--- config.mk ---
export PLATFORM = sky130hd
export DESIGN_NAME = igmpv3_report_parser
export DESIGN_NICKNAME = d
export VERILOG_FILES = /design/src/igmp_pkg.sv /design/src/igmp_parse_core.sv /design/src/igmp_out_queue.sv /design/src/igmpv3_report_parser.sv
export VERILOG_INCLUDE_DIRS = /design/src /design/src/src
export SDC_FILE = /design/constraint.sdc
export NUM_CORES = 1
export LEC_CHECK = 0
export BUFFER_PORTS_ARGS = -buffer_cell sky130_fd_sc_hd__buf_4
export CAP_MARGIN = 0
export CELL_PAD_IN_SITES_DETAIL_PLACEMENT = 1
export CELL_PAD_IN_SITES_GLOBAL_PLACEMENT = 1
export CORE_UTILIZATION = 49
export DETAILED_ROUTE_END_ITERATION = 16
export PLACE_DENSITY_LB_ADDON = 0.08
export RECOVER_POWER = 25
export SLEW_MARGIN = 20
export SYNTH_ARGS = -nofsm -noshare
export SYNTH_HDL_FRONTEND = slang
export SYNTH_SLANG_ARGS = --single-unit
--- constraint.sdc ---
create_clock -name i_clk -period 4.7 [get_ports i_clk]
set_input_delay 0.47 -clock i_clk [delete_from_list [all_inputs] [get_ports i_clk]]
set_output_delay 0.47 -clock i_clk [all_outputs]
set_load 0.05 [all_outputs]
--- src/assert_macros.svh ---
// Assertion macros for the RTL files that check their own logic.
`ifndef ASSERT_MACROS_SVH
`define ASSERT_MACROS_SVH

`ifndef NO_ASSERTIONS

// Expression must hold at every clock edge out of reset.
`define ASSERT_ALWAYS(label, clk, rst_n, expr) \
    label: assert property (@(posedge clk) disable iff (!(rst_n)) (expr)) \
        else $error("assertion failed");

// Consequent must hold in the same cycle as the antecedent.
`define ASSERT_IMPLIES(label, clk, rst_n, ante, cons) \
    label: assert property (@(posedge clk) disable iff (!(rst_n)) (ante) |-> (cons)) \
        else $error("assertion failed");

`else

`define ASSERT_ALWAYS(label, clk, rst_n, expr)
`define ASSERT_IMPLIES(label, clk, rst_n, ante, cons)

`endif

`endif

--- src/igmp_pkg.sv ---
`default_nettype none

package igmp_pkg;

    // Parser phases.
    typedef enum logic [2:0] {
        PH_MSG_HDR = 3'd0,
        PH_REC_HDR = 3'd1,
        PH_SOURCE  = 3'd2,
        PH_AUX     = 3'd3,
        PH_DONE    = 3'd4,
        PH_ERROR   = 3'd5
    } t_phase;

    // Result kinds.
    localparam logic [1:0] KIND_RECORD = 2'd0;
    localparam logic [1:0] KIND_SOURCE = 2'd1;
    localparam logic [1:0] KIND_STATUS = 2'd2;

    // End-of-message status codes.
    localparam logic [1:0] ST_OK      = 2'd0;
    localparam logic [1:0] ST_SHORT   = 2'd1;
    localparam logic [1:0] ST_BADTYPE = 2'd2;

    // Header layout.
    localparam logic [2:0] HDR_LAST_POS   = 3'd7;
    localparam logic [2:0] HDR_COUNT_HI   = 3'd6;
    localparam logic [2:0] REC_TYPE_POS   = 3'd0;
    localparam logic [2:0] REC_AUX_POS    = 3'd1;
    localparam logic [2:0] REC_SRC_HI_POS = 3'd2;
    localparam logic [2:0] REC_SRC_LO_POS = 3'd3;
    localparam logic [2:0] ADDR_LAST_POS  = 3'd3;
    localparam logic [7:0] TYPE_MIN       = 8'd1;
    localparam logic [7:0] TYPE_MAX       = 8'd6;

    // One result transaction.
    typedef struct packed {
        logic [1:0]  kind;
        logic [2:0]  rec_type;
        logic [31:0] grp_addr;
        logic [15:0] source_count;
        logic [31:0] src_addr;
        logic [1:0]  status;
        logic        final_of_run;
    } t_result;

    // Phase that follows a completed header, address or auxiliary block.
    function automatic t_phase next_section(input logic [15:0] sources_left,
                                            input logic [9:0]  aux_left,
                                            input logic [15:0] records_left);
        t_phase ph;
        if (sources_left != 16'd0) begin
            ph = PH_SOURCE;
        end else if (aux_left != 10'd0) begin
            ph = PH_AUX;
        end else if (records_left != 16'd0) begin
            ph = PH_REC_HDR;
        end else begin
            ph = PH_DONE;
        end
        return ph;
    endfunction

endpackage

`default_nettype wire

--- src/igmp_parse_core.sv ---
`default_nettype none

module igmp_parse_core
    import igmp_pkg::*;
(
    input  wire logic       i_clk,
    input  wire logic       i_rst_n,
    input  wire logic       i_take,
    input  wire logic [7:0] i_data_byte,
    input  wire logic       i_end_of_message,
    output t_result         o_res_a,
    output t_result         o_res_b,
    output logic [1:0]      o_res_cnt
);

    t_phase      r_phase, n_phase;
    logic [2:0]  r_pos, n_pos;
    logic [15:0] r_records, n_records;
    logic [15:0] r_sources, n_sources;
    logic [9:0]  r_aux, n_aux;
    logic [31:0] r_word, n_word;
    logic [2:0]  r_type, n_type;
    logic [1:0]  r_err, n_err;

    logic        emit_rec;
    logic        emit_src;
    logic [1:0]  end_status;

    // Next state for one byte; the end mark returns everything to reset values.
    always_comb begin
        n_phase   = r_phase;
        n_pos     = r_pos;
        n_records = r_records;
        n_sources = r_sources;
        n_aux     = r_aux;
        n_word    = r_word;
        n_type    = r_type;
        n_err     = r_err;
        emit_rec  = 1'b0;
        emit_src  = 1'b0;

        case (r_phase)
            PH_MSG_HDR: begin
                if (r_pos == HDR_COUNT_HI) begin
                    n_records = {i_data_byte, 8'h00};
                end
                if (r_pos == HDR_LAST_POS) begin
                    n_records = {r_records[15:8], i_data_byte};
                    n_pos     = 3'd0;
                    n_phase   = (n_records != 16'd0) ? PH_REC_HDR : PH_DONE;
                end else begin
                    n_pos = r_pos + 3'd1;
                end
            end
            PH_REC_HDR: begin
                case (r_pos)
                    REC_TYPE_POS: begin
                        n_type = (i_data_byte inside {[TYPE_MIN:TYPE_MAX]})
                                 ? i_data_byte[2:0] : 3'd0;
                    end
                    REC_AUX_POS:    n_aux     = {i_data_byte, 2'b00};
                    REC_SRC_HI_POS: n_sources = {i_data_byte, 8'h00};
                    REC_SRC_LO_POS: n_sources = {r_sources[15:8], i_data_byte};
                    default:        n_word    = {r_word[23:0], i_data_byte};
                endcase
                if (r_pos == HDR_LAST_POS) begin
                    n_pos = 3'd0;
                    if (r_type == 3'd0) begin
                        n_err   = ST_BADTYPE;
                        n_phase = PH_ERROR;
                    end else begin
                        emit_rec  = 1'b1;
                        n_records = r_records - 16'd1;
                        n_phase   = next_section(r_sources, r_aux, n_records);
                    end
                end else begin
                    n_pos = r_pos + 3'd1;
                end
            end
            PH_SOURCE: begin
                n_word = {r_word[23:0], i_data_byte};
                if (r_pos >= ADDR_LAST_POS) begin
                    emit_src  = 1'b1;
                    n_sources = r_sources - 16'd1;
                    n_pos     = 3'd0;
                    n_phase   = next_section(n_sources, r_aux, r_records);
                end else begin
                    n_pos = r_pos + 3'd1;
                end
            end
            PH_AUX: begin
                n_aux = r_aux - 10'd1;
                if (n_aux == 10'd0) begin
                    n_pos   = 3'd0;
                    n_phase = next_section(r_sources, n_aux, r_records);
                end
            end
            default: begin
            end
        endcase

        // Status is taken from the state this byte leaves behind.
        if (n_err != ST_OK) begin
            end_status = n_err;
        end else begin
            end_status = (n_phase == PH_DONE) ? ST_OK : ST_SHORT;
        end

        if (i_end_of_message) begin
            n_phase   = PH_MSG_HDR;
            n_pos     = 3'd0;
            n_records = 16'd0;
            n_sources = 16'd0;
            n_aux     = 10'd0;
            n_word    = 32'd0;
            n_type    = 3'd0;
            n_err     = ST_OK;
        end
    end

    // Results caused by this byte: a record or source first, then the status.
    always_comb begin
        t_result item;
        t_result stat;

        item              = '0;
        item.kind         = emit_src ? KIND_SOURCE : KIND_RECORD;
        item.rec_type     = emit_rec ? r_type : 3'd0;
        item.grp_addr     = emit_rec ? {r_word[23:0], i_data_byte} : 32'd0;
        item.source_count = emit_rec ? r_sources : 16'd0;
        item.src_addr     = emit_src ? {r_word[23:0], i_data_byte} : 32'd0;
        item.final_of_run = !i_end_of_message;

        stat              = '0;
        stat.kind         = KIND_STATUS;
        stat.status       = end_status;
        stat.final_of_run = 1'b1;

        o_res_a   = (emit_rec || emit_src) ? item : stat;
        o_res_b   = stat;
        o_res_cnt = {1'b0, (emit_rec || emit_src)} + {1'b0, i_end_of_message};
    end

    // State registers, updated on each accepted byte.
    always_ff @(posedge i_clk) begin
        if (!i_rst_n) begin
            r_phase   <= PH_MSG_HDR;
            r_pos     <= 3'd0;
            r_records <= 16'd0;
            r_sources <= 16'd0;
            r_aux     <= 10'd0;
            r_word    <= 32'd0;
            r_type    <= 3'd0;
            r_err     <= ST_OK;
        end else if (i_take) begin
            r_phase   <= n_phase;
            r_pos     <= n_pos;
            r_records <= n_records;
            r_sources <= n_sources;
            r_aux     <= n_aux;
            r_word    <= n_word;
            r_type    <= n_type;
            r_err     <= n_err;
        end
    end

endmodule

`default_nettype wire

--- src/igmp_out_queue.sv ---
`default_nettype none

module igmp_out_queue
    import igmp_pkg::*;
(
    input  wire logic       i_clk,
    input  wire logic       i_rst_n,
    input  wire logic       i_push,
    input  wire t_result    i_res_a,
    input  wire t_result    i_res_b,
    input  wire logic [1:0] i_res_cnt,
    input  wire logic       i_pop_ready,
    output logic            o_can_push,
    output logic            o_valid,
    output t_result         o_head
);

    t_result    r_slot0, n_slot0;
    t_result    r_slot1, n_slot1;
    logic [1:0] r_cnt, n_cnt;
    logic       pop;

    assign pop        = (r_cnt != 2'd0) && i_pop_ready;
    // Push only when the queue is empty after this cycle's pop; not checked here.
    assign o_can_push = (r_cnt == 2'd0) || ((r_cnt == 2'd1) && i_pop_ready);
    assign o_valid    = (r_cnt != 2'd0);
    assign o_head     = r_slot0;

    // Fill from empty on a push, otherwise shift down on a pop.
    always_comb begin
        n_slot0 = r_slot0;
        n_slot1 = r_slot1;
        n_cnt   = r_cnt;
        if (i_push) begin
            n_slot0 = i_res_a;
            n_slot1 = i_res_b;
            n_cnt   = i_res_cnt;
        end else if (pop) begin
            n_slot0 = r_slot1;
            n_cnt   = r_cnt - 2'd1;
        end
    end

    always_ff @(posedge i_clk) begin
        if (!i_rst_n) begin
            r_cnt <= 2'd0;
        end else begin
            r_cnt <= n_cnt;
        end
    end

    always_ff @(posedge i_clk) begin
        r_slot0 <= n_slot0;
        r_slot1 <= n_slot1;
    end

endmodule

`default_nettype wire

--- src/igmpv3_report_parser.sv ---
// A result is offered on the outputs the cycle after its byte is accepted.
// One byte is taken per cycle while results drain; an end-marked byte that also
// completes a record header or source address yields two results, and the two-entry
// result queue then holds the input while the first drains.
// Reset (i_rst_n low at a clock edge) returns the parser to the message header and
// empties the result queue.
`default_nettype none
`include "assert_macros.svh"

module igmpv3_report_parser
    import igmp_pkg::*;
(
    input  wire logic        i_clk,
    input  wire logic        i_rst_n,
    input  wire logic        i_valid,
    output logic             o_ready,
    input  wire logic [7:0]  i_data_byte,
    input  wire logic        i_end_of_message,
    output logic             o_valid,
    input  wire logic        i_ready,
    output logic [1:0]       o_kind,
    output logic [2:0]       o_rec_type,
    output logic [31:0]      o_grp_addr,
    output logic [15:0]      o_source_count,
    output logic [31:0]      o_src_addr,
    output logic [1:0]       o_status,
    output logic             o_final_of_run
);

    t_result    res_a;
    t_result    res_b;
    logic [1:0] res_cnt;
    logic       take;
    t_result    head;

    assign take = i_valid && o_ready;

    // Byte parser and its state.
    igmp_parse_core u_core (
        .i_clk            (i_clk),
        .i_rst_n          (i_rst_n),
        .i_take           (take),
        .i_data_byte      (i_data_byte),
        .i_end_of_message (i_end_of_message),
        .o_res_a          (res_a),
        .o_res_b          (res_b),
        .o_res_cnt        (res_cnt)
    );

    // Result register pair feeding the output channel.
    igmp_out_queue u_queue (
        .i_clk       (i_clk),
        .i_rst_n     (i_rst_n),
        .i_push      (take),
        .i_res_a     (res_a),
        .i_res_b     (res_b),
        .i_res_cnt   (res_cnt),
        .i_pop_ready (i_ready),
        .o_can_push  (o_ready),
        .o_valid     (o_valid),
        .o_head      (head)
    );

    assign o_kind         = head.kind;
    assign o_rec_type     = head.rec_type;
    assign o_grp_addr     = head.grp_addr;
    assign o_source_count = head.source_count;
    assign o_src_addr     = head.src_addr;
    assign o_status       = head.status;
    assign o_final_of_run = head.final_of_run;

    // A status transaction always closes the run of its byte.
    `ASSERT_IMPLIES(a_status_final, i_clk, i_rst_n,
        o_valid && (o_kind == KIND_STATUS), o_final_of_run)
    // Input is taken only when the pending results can drain this cycle.
    `ASSERT_IMPLIES(a_ready_drains, i_clk, i_rst_n,
        o_ready && o_valid, i_ready)
    // Only status transactions carry a nonzero status.
    `ASSERT_IMPLIES(a_status_only_end, i_clk, i_rst_n,
        o_valid && (o_kind != KIND_STATUS), o_status == ST_OK)

endmodule

`default_nettype wire
==> flow_metrics.tcl <==
set metrics [dict create \
    status "finished, final reports clean" \
    maxCapViolations 0 \
    gr-usage-all-layers_pct 29.23 \
    wire_per_inst_um 21.50 \
    vdd_drop_max_uv 324.5 \
    drt-initial-drc-count 510 \
    mostFrequentLayoutCells "edfxtp_1, clkbuf_1, dfxtp_1, a21oi_1, nor2b_1" \
    hold_buffers 0 \
    num_rows 48 \
    maxSlewHeadroom_pct 28.86 \
    fmax_mhz 306.1 \
    dpl_worst_slack_ps 1498 \
    yosysSeqAreaShare_pct 49.08 \
    ys_ff_latch 169 \
    cp_num_buf_inv 1 \
    antennaDiodeCount 0 \
    syn_inst 914 \
    grt_max_degree 80 \
    dp.cells 1174 \
    multi_input_area_um2 4110 \
    ios 103 \
    fin_area_um2 9859 \
    cp_max_fo 9 \
    ctsResizeCount 0 \
    die_h_um 135.5 \
    cpMaxStageDelayCell "or3b_1" \
    dp_hpwl_um 16600 \
    synth_flop_cell "edfxtp_1" \
    worstPathArrival_ps 3440 \
    numPortBuffers 102 \
    p_leak_nw 3.613 \
    crit_chain "inv_1, ha_1, or3b_1, or4b_1, a21oi_1, o2111ai_1, nor4_1, o211ai_1, nor3_2, o21ai_1" \
    syn_to_final_growth_pct 12.96 \
    cts-root-buf "clkbuf_16" \
    p_per_area_nw_per_um2 411.7 \
    cts_setup_buffers 0 \
    worst_slack_ps 1434 \
    place_congestion 0.9227 \
    syn_nets 945 \
    dieArea_um2 18350 \
    first_pass_iters 5 \
    via_count 7336 \
    worst_pin_slew_ps 1059 \
    hold_violations 0 \
    ys_types 63 \
    slew_violations 0 \
    syn_area_um2 8728 \
    layout_commonest_cell "edfxtp_1" \
    drt_wl_total_um 25920 \
    drc 0 \
    finalSetupViolCount 0 \
    antenna_left 0 \
    hold_class "in2reg" \
    tns_ps 0 \
    critPathTopFamily "simple AND/OR/NAND/NOR gates" \
    htreeDepth 4 \
    synth_async_sr_flop_share_pct 0 \
    clk_path_buf_depth 2 \
    finalNetCount 999 \
    rsz0062_at_grt "false" \
    core-area_um2 17360 \
    drt-vias-per-instance 6.083 \
    min_period_over_period_pct 69.50 \
    grt_pass1_vias 7478 \
    max_stage_delay_ps 540 \
    post_synth.cell_area_avg_um2 9.550 \
    start_util_pct 50.29 \
    required_ps 4880 \
    fill_cells 1999 \
    cp-start-kind "flip-flop" \
    placed_area_um2 9558 \
    clk_pin_slew_worst_paths_ps 70 \
    drive_gt1_share_pct 7.339 \
    numCtsBuffers 17 \
    min_period_ps 3266 \
    seq_area_um2 4284 \
    gr-total-overflow 0 \
    fin_cells 1206 \
    synth_edf_count 90 \
    worstSetupPathType "reg2reg" \
    antenna_found_initial 0 \
    clkSinkCount 169 \
    clock_latency_ps 440 \
    end_kind "flip-flop" \
    ys_warn_count 0 \
    grt_pass1_wl_um 41010 \
    cts_tree "done" \
    skew_ps 18.97 \
    die_w_um 135.5 \
]
worst reg2reg max path: stages (launching register included):
cell and delay, ps:
dfxtp_1 360, inv_1 120, ha_1 310, or3b_1 540, or4b_1 510, a21oi_1 160, o2111ai_1 180, nor4_1 330
o211ai_1 170, nor3_2 230, o21ai_1 100
layout make-up:
class,count,area share [%]
sequential,169,43.45
multi-input combinational,653,41.69
timing repair buffer,109,4.987
clock buffer,17,4.315
tap,225,2.855
clock inverter,15,2.018
inverter,18,0.6853
sequential cells by signal, summed over array words and instances (netlist names), 3 cells and up:
| register | count |
|---|---|
| u_core.r_pos | 3 |
| u_core.r_records | 16 |
| u_core.r_type | 3 |
| u_core.r_word | 24 |
| u_core.r_sources | 16 |
| u_core.r_aux | 10 |
| u_core.r_phase | 3 |
| u_queue.o_head | 88 |
synth_stat cells, drive strengths merged (16+ instances only):
library cell	instances	area [um^2]
nor2b	70	437.9
nor3b	28	210.2
xnor2	16	140.1
o21ai	40	200.2
edfxtp	90	2703
nor2	48	180.2
and3	42	262.8
a21oi	73	365.4
dfxtp	79	1582
inv	18	67.56
nand3	16	80.08
and2	54	337.8
clkbuf	67	254.0
nor3	44	225.2
a22oi	18	135.1
nand2	36	135.1
ha	18	225.2
metal layers:
metal,vias to the layer above,track usage (%),wire [um]
met5,-,0,0
met4,0,10.61,598
met3,47,4.826,1305
met2,204,49.86,12970
met1,3674,37.24,11050
li1,3411,-,-
power by group:
part	leakage [nW]	internal, mW	switching (mW)
Sequential	1.55	1.70	0.0518
Combinational	1.76	0.145	0.689
Clock	0.298	0.815	0.660
Total	3.61	2.66	1.40
cells by family after synthesis:
| group | Yosys count | share of synthesized area (%) |
|---|---|---|
| xor gates and xnor gates | 29 | 2.910 |
| DFF | 169 | 49.08 |
| muxes | 1 | 0.1290 |
| and+or+nand+nor | 410 | 27.42 |
| adders and majority gates | 18 | 2.580 |
| buffers and inverters | 92 | 4.186 |
| AOI/OAI and AO/OA | 195 | 13.69 |
worst paths after layout:
kind | depth (start not counted) | slack, ps | start | to
hold reg to reg | 1 | 490 | u_core.r_err[0] | u_core.r_err[0]
setup / recovery | 10 | 1430 | u_core.r_records[1] | u_queue.o_head[1]
hold / removal | 3 | 450 | i_data_byte[0] | u_core.r_type[0]
setup reg to reg | 10 | 1430 | u_core.r_records[1] | u_queue.o_head[1]
per-stage QoR:
| stage | util [%] | hold WS (ps) | total power [mW] |
|---|---|---|---|
| 6_report | 56.81 | 448.5 | 4.059 |
| 5_1_grt | 56.81 | 457.1 | 4.182 |
| 4_1_cts | 58.66 | 427.3 | 4.170 |
| 3_5_place_dp | 55.07 | 476.9 | 2.700 |
| 3_3_place_gp | 55.07 | 471.4 | 2.669 |
| 2_1_floorplan | - | 452.3 | 2.407 |
Note: power is estimated with default switching activity, not from simulation.
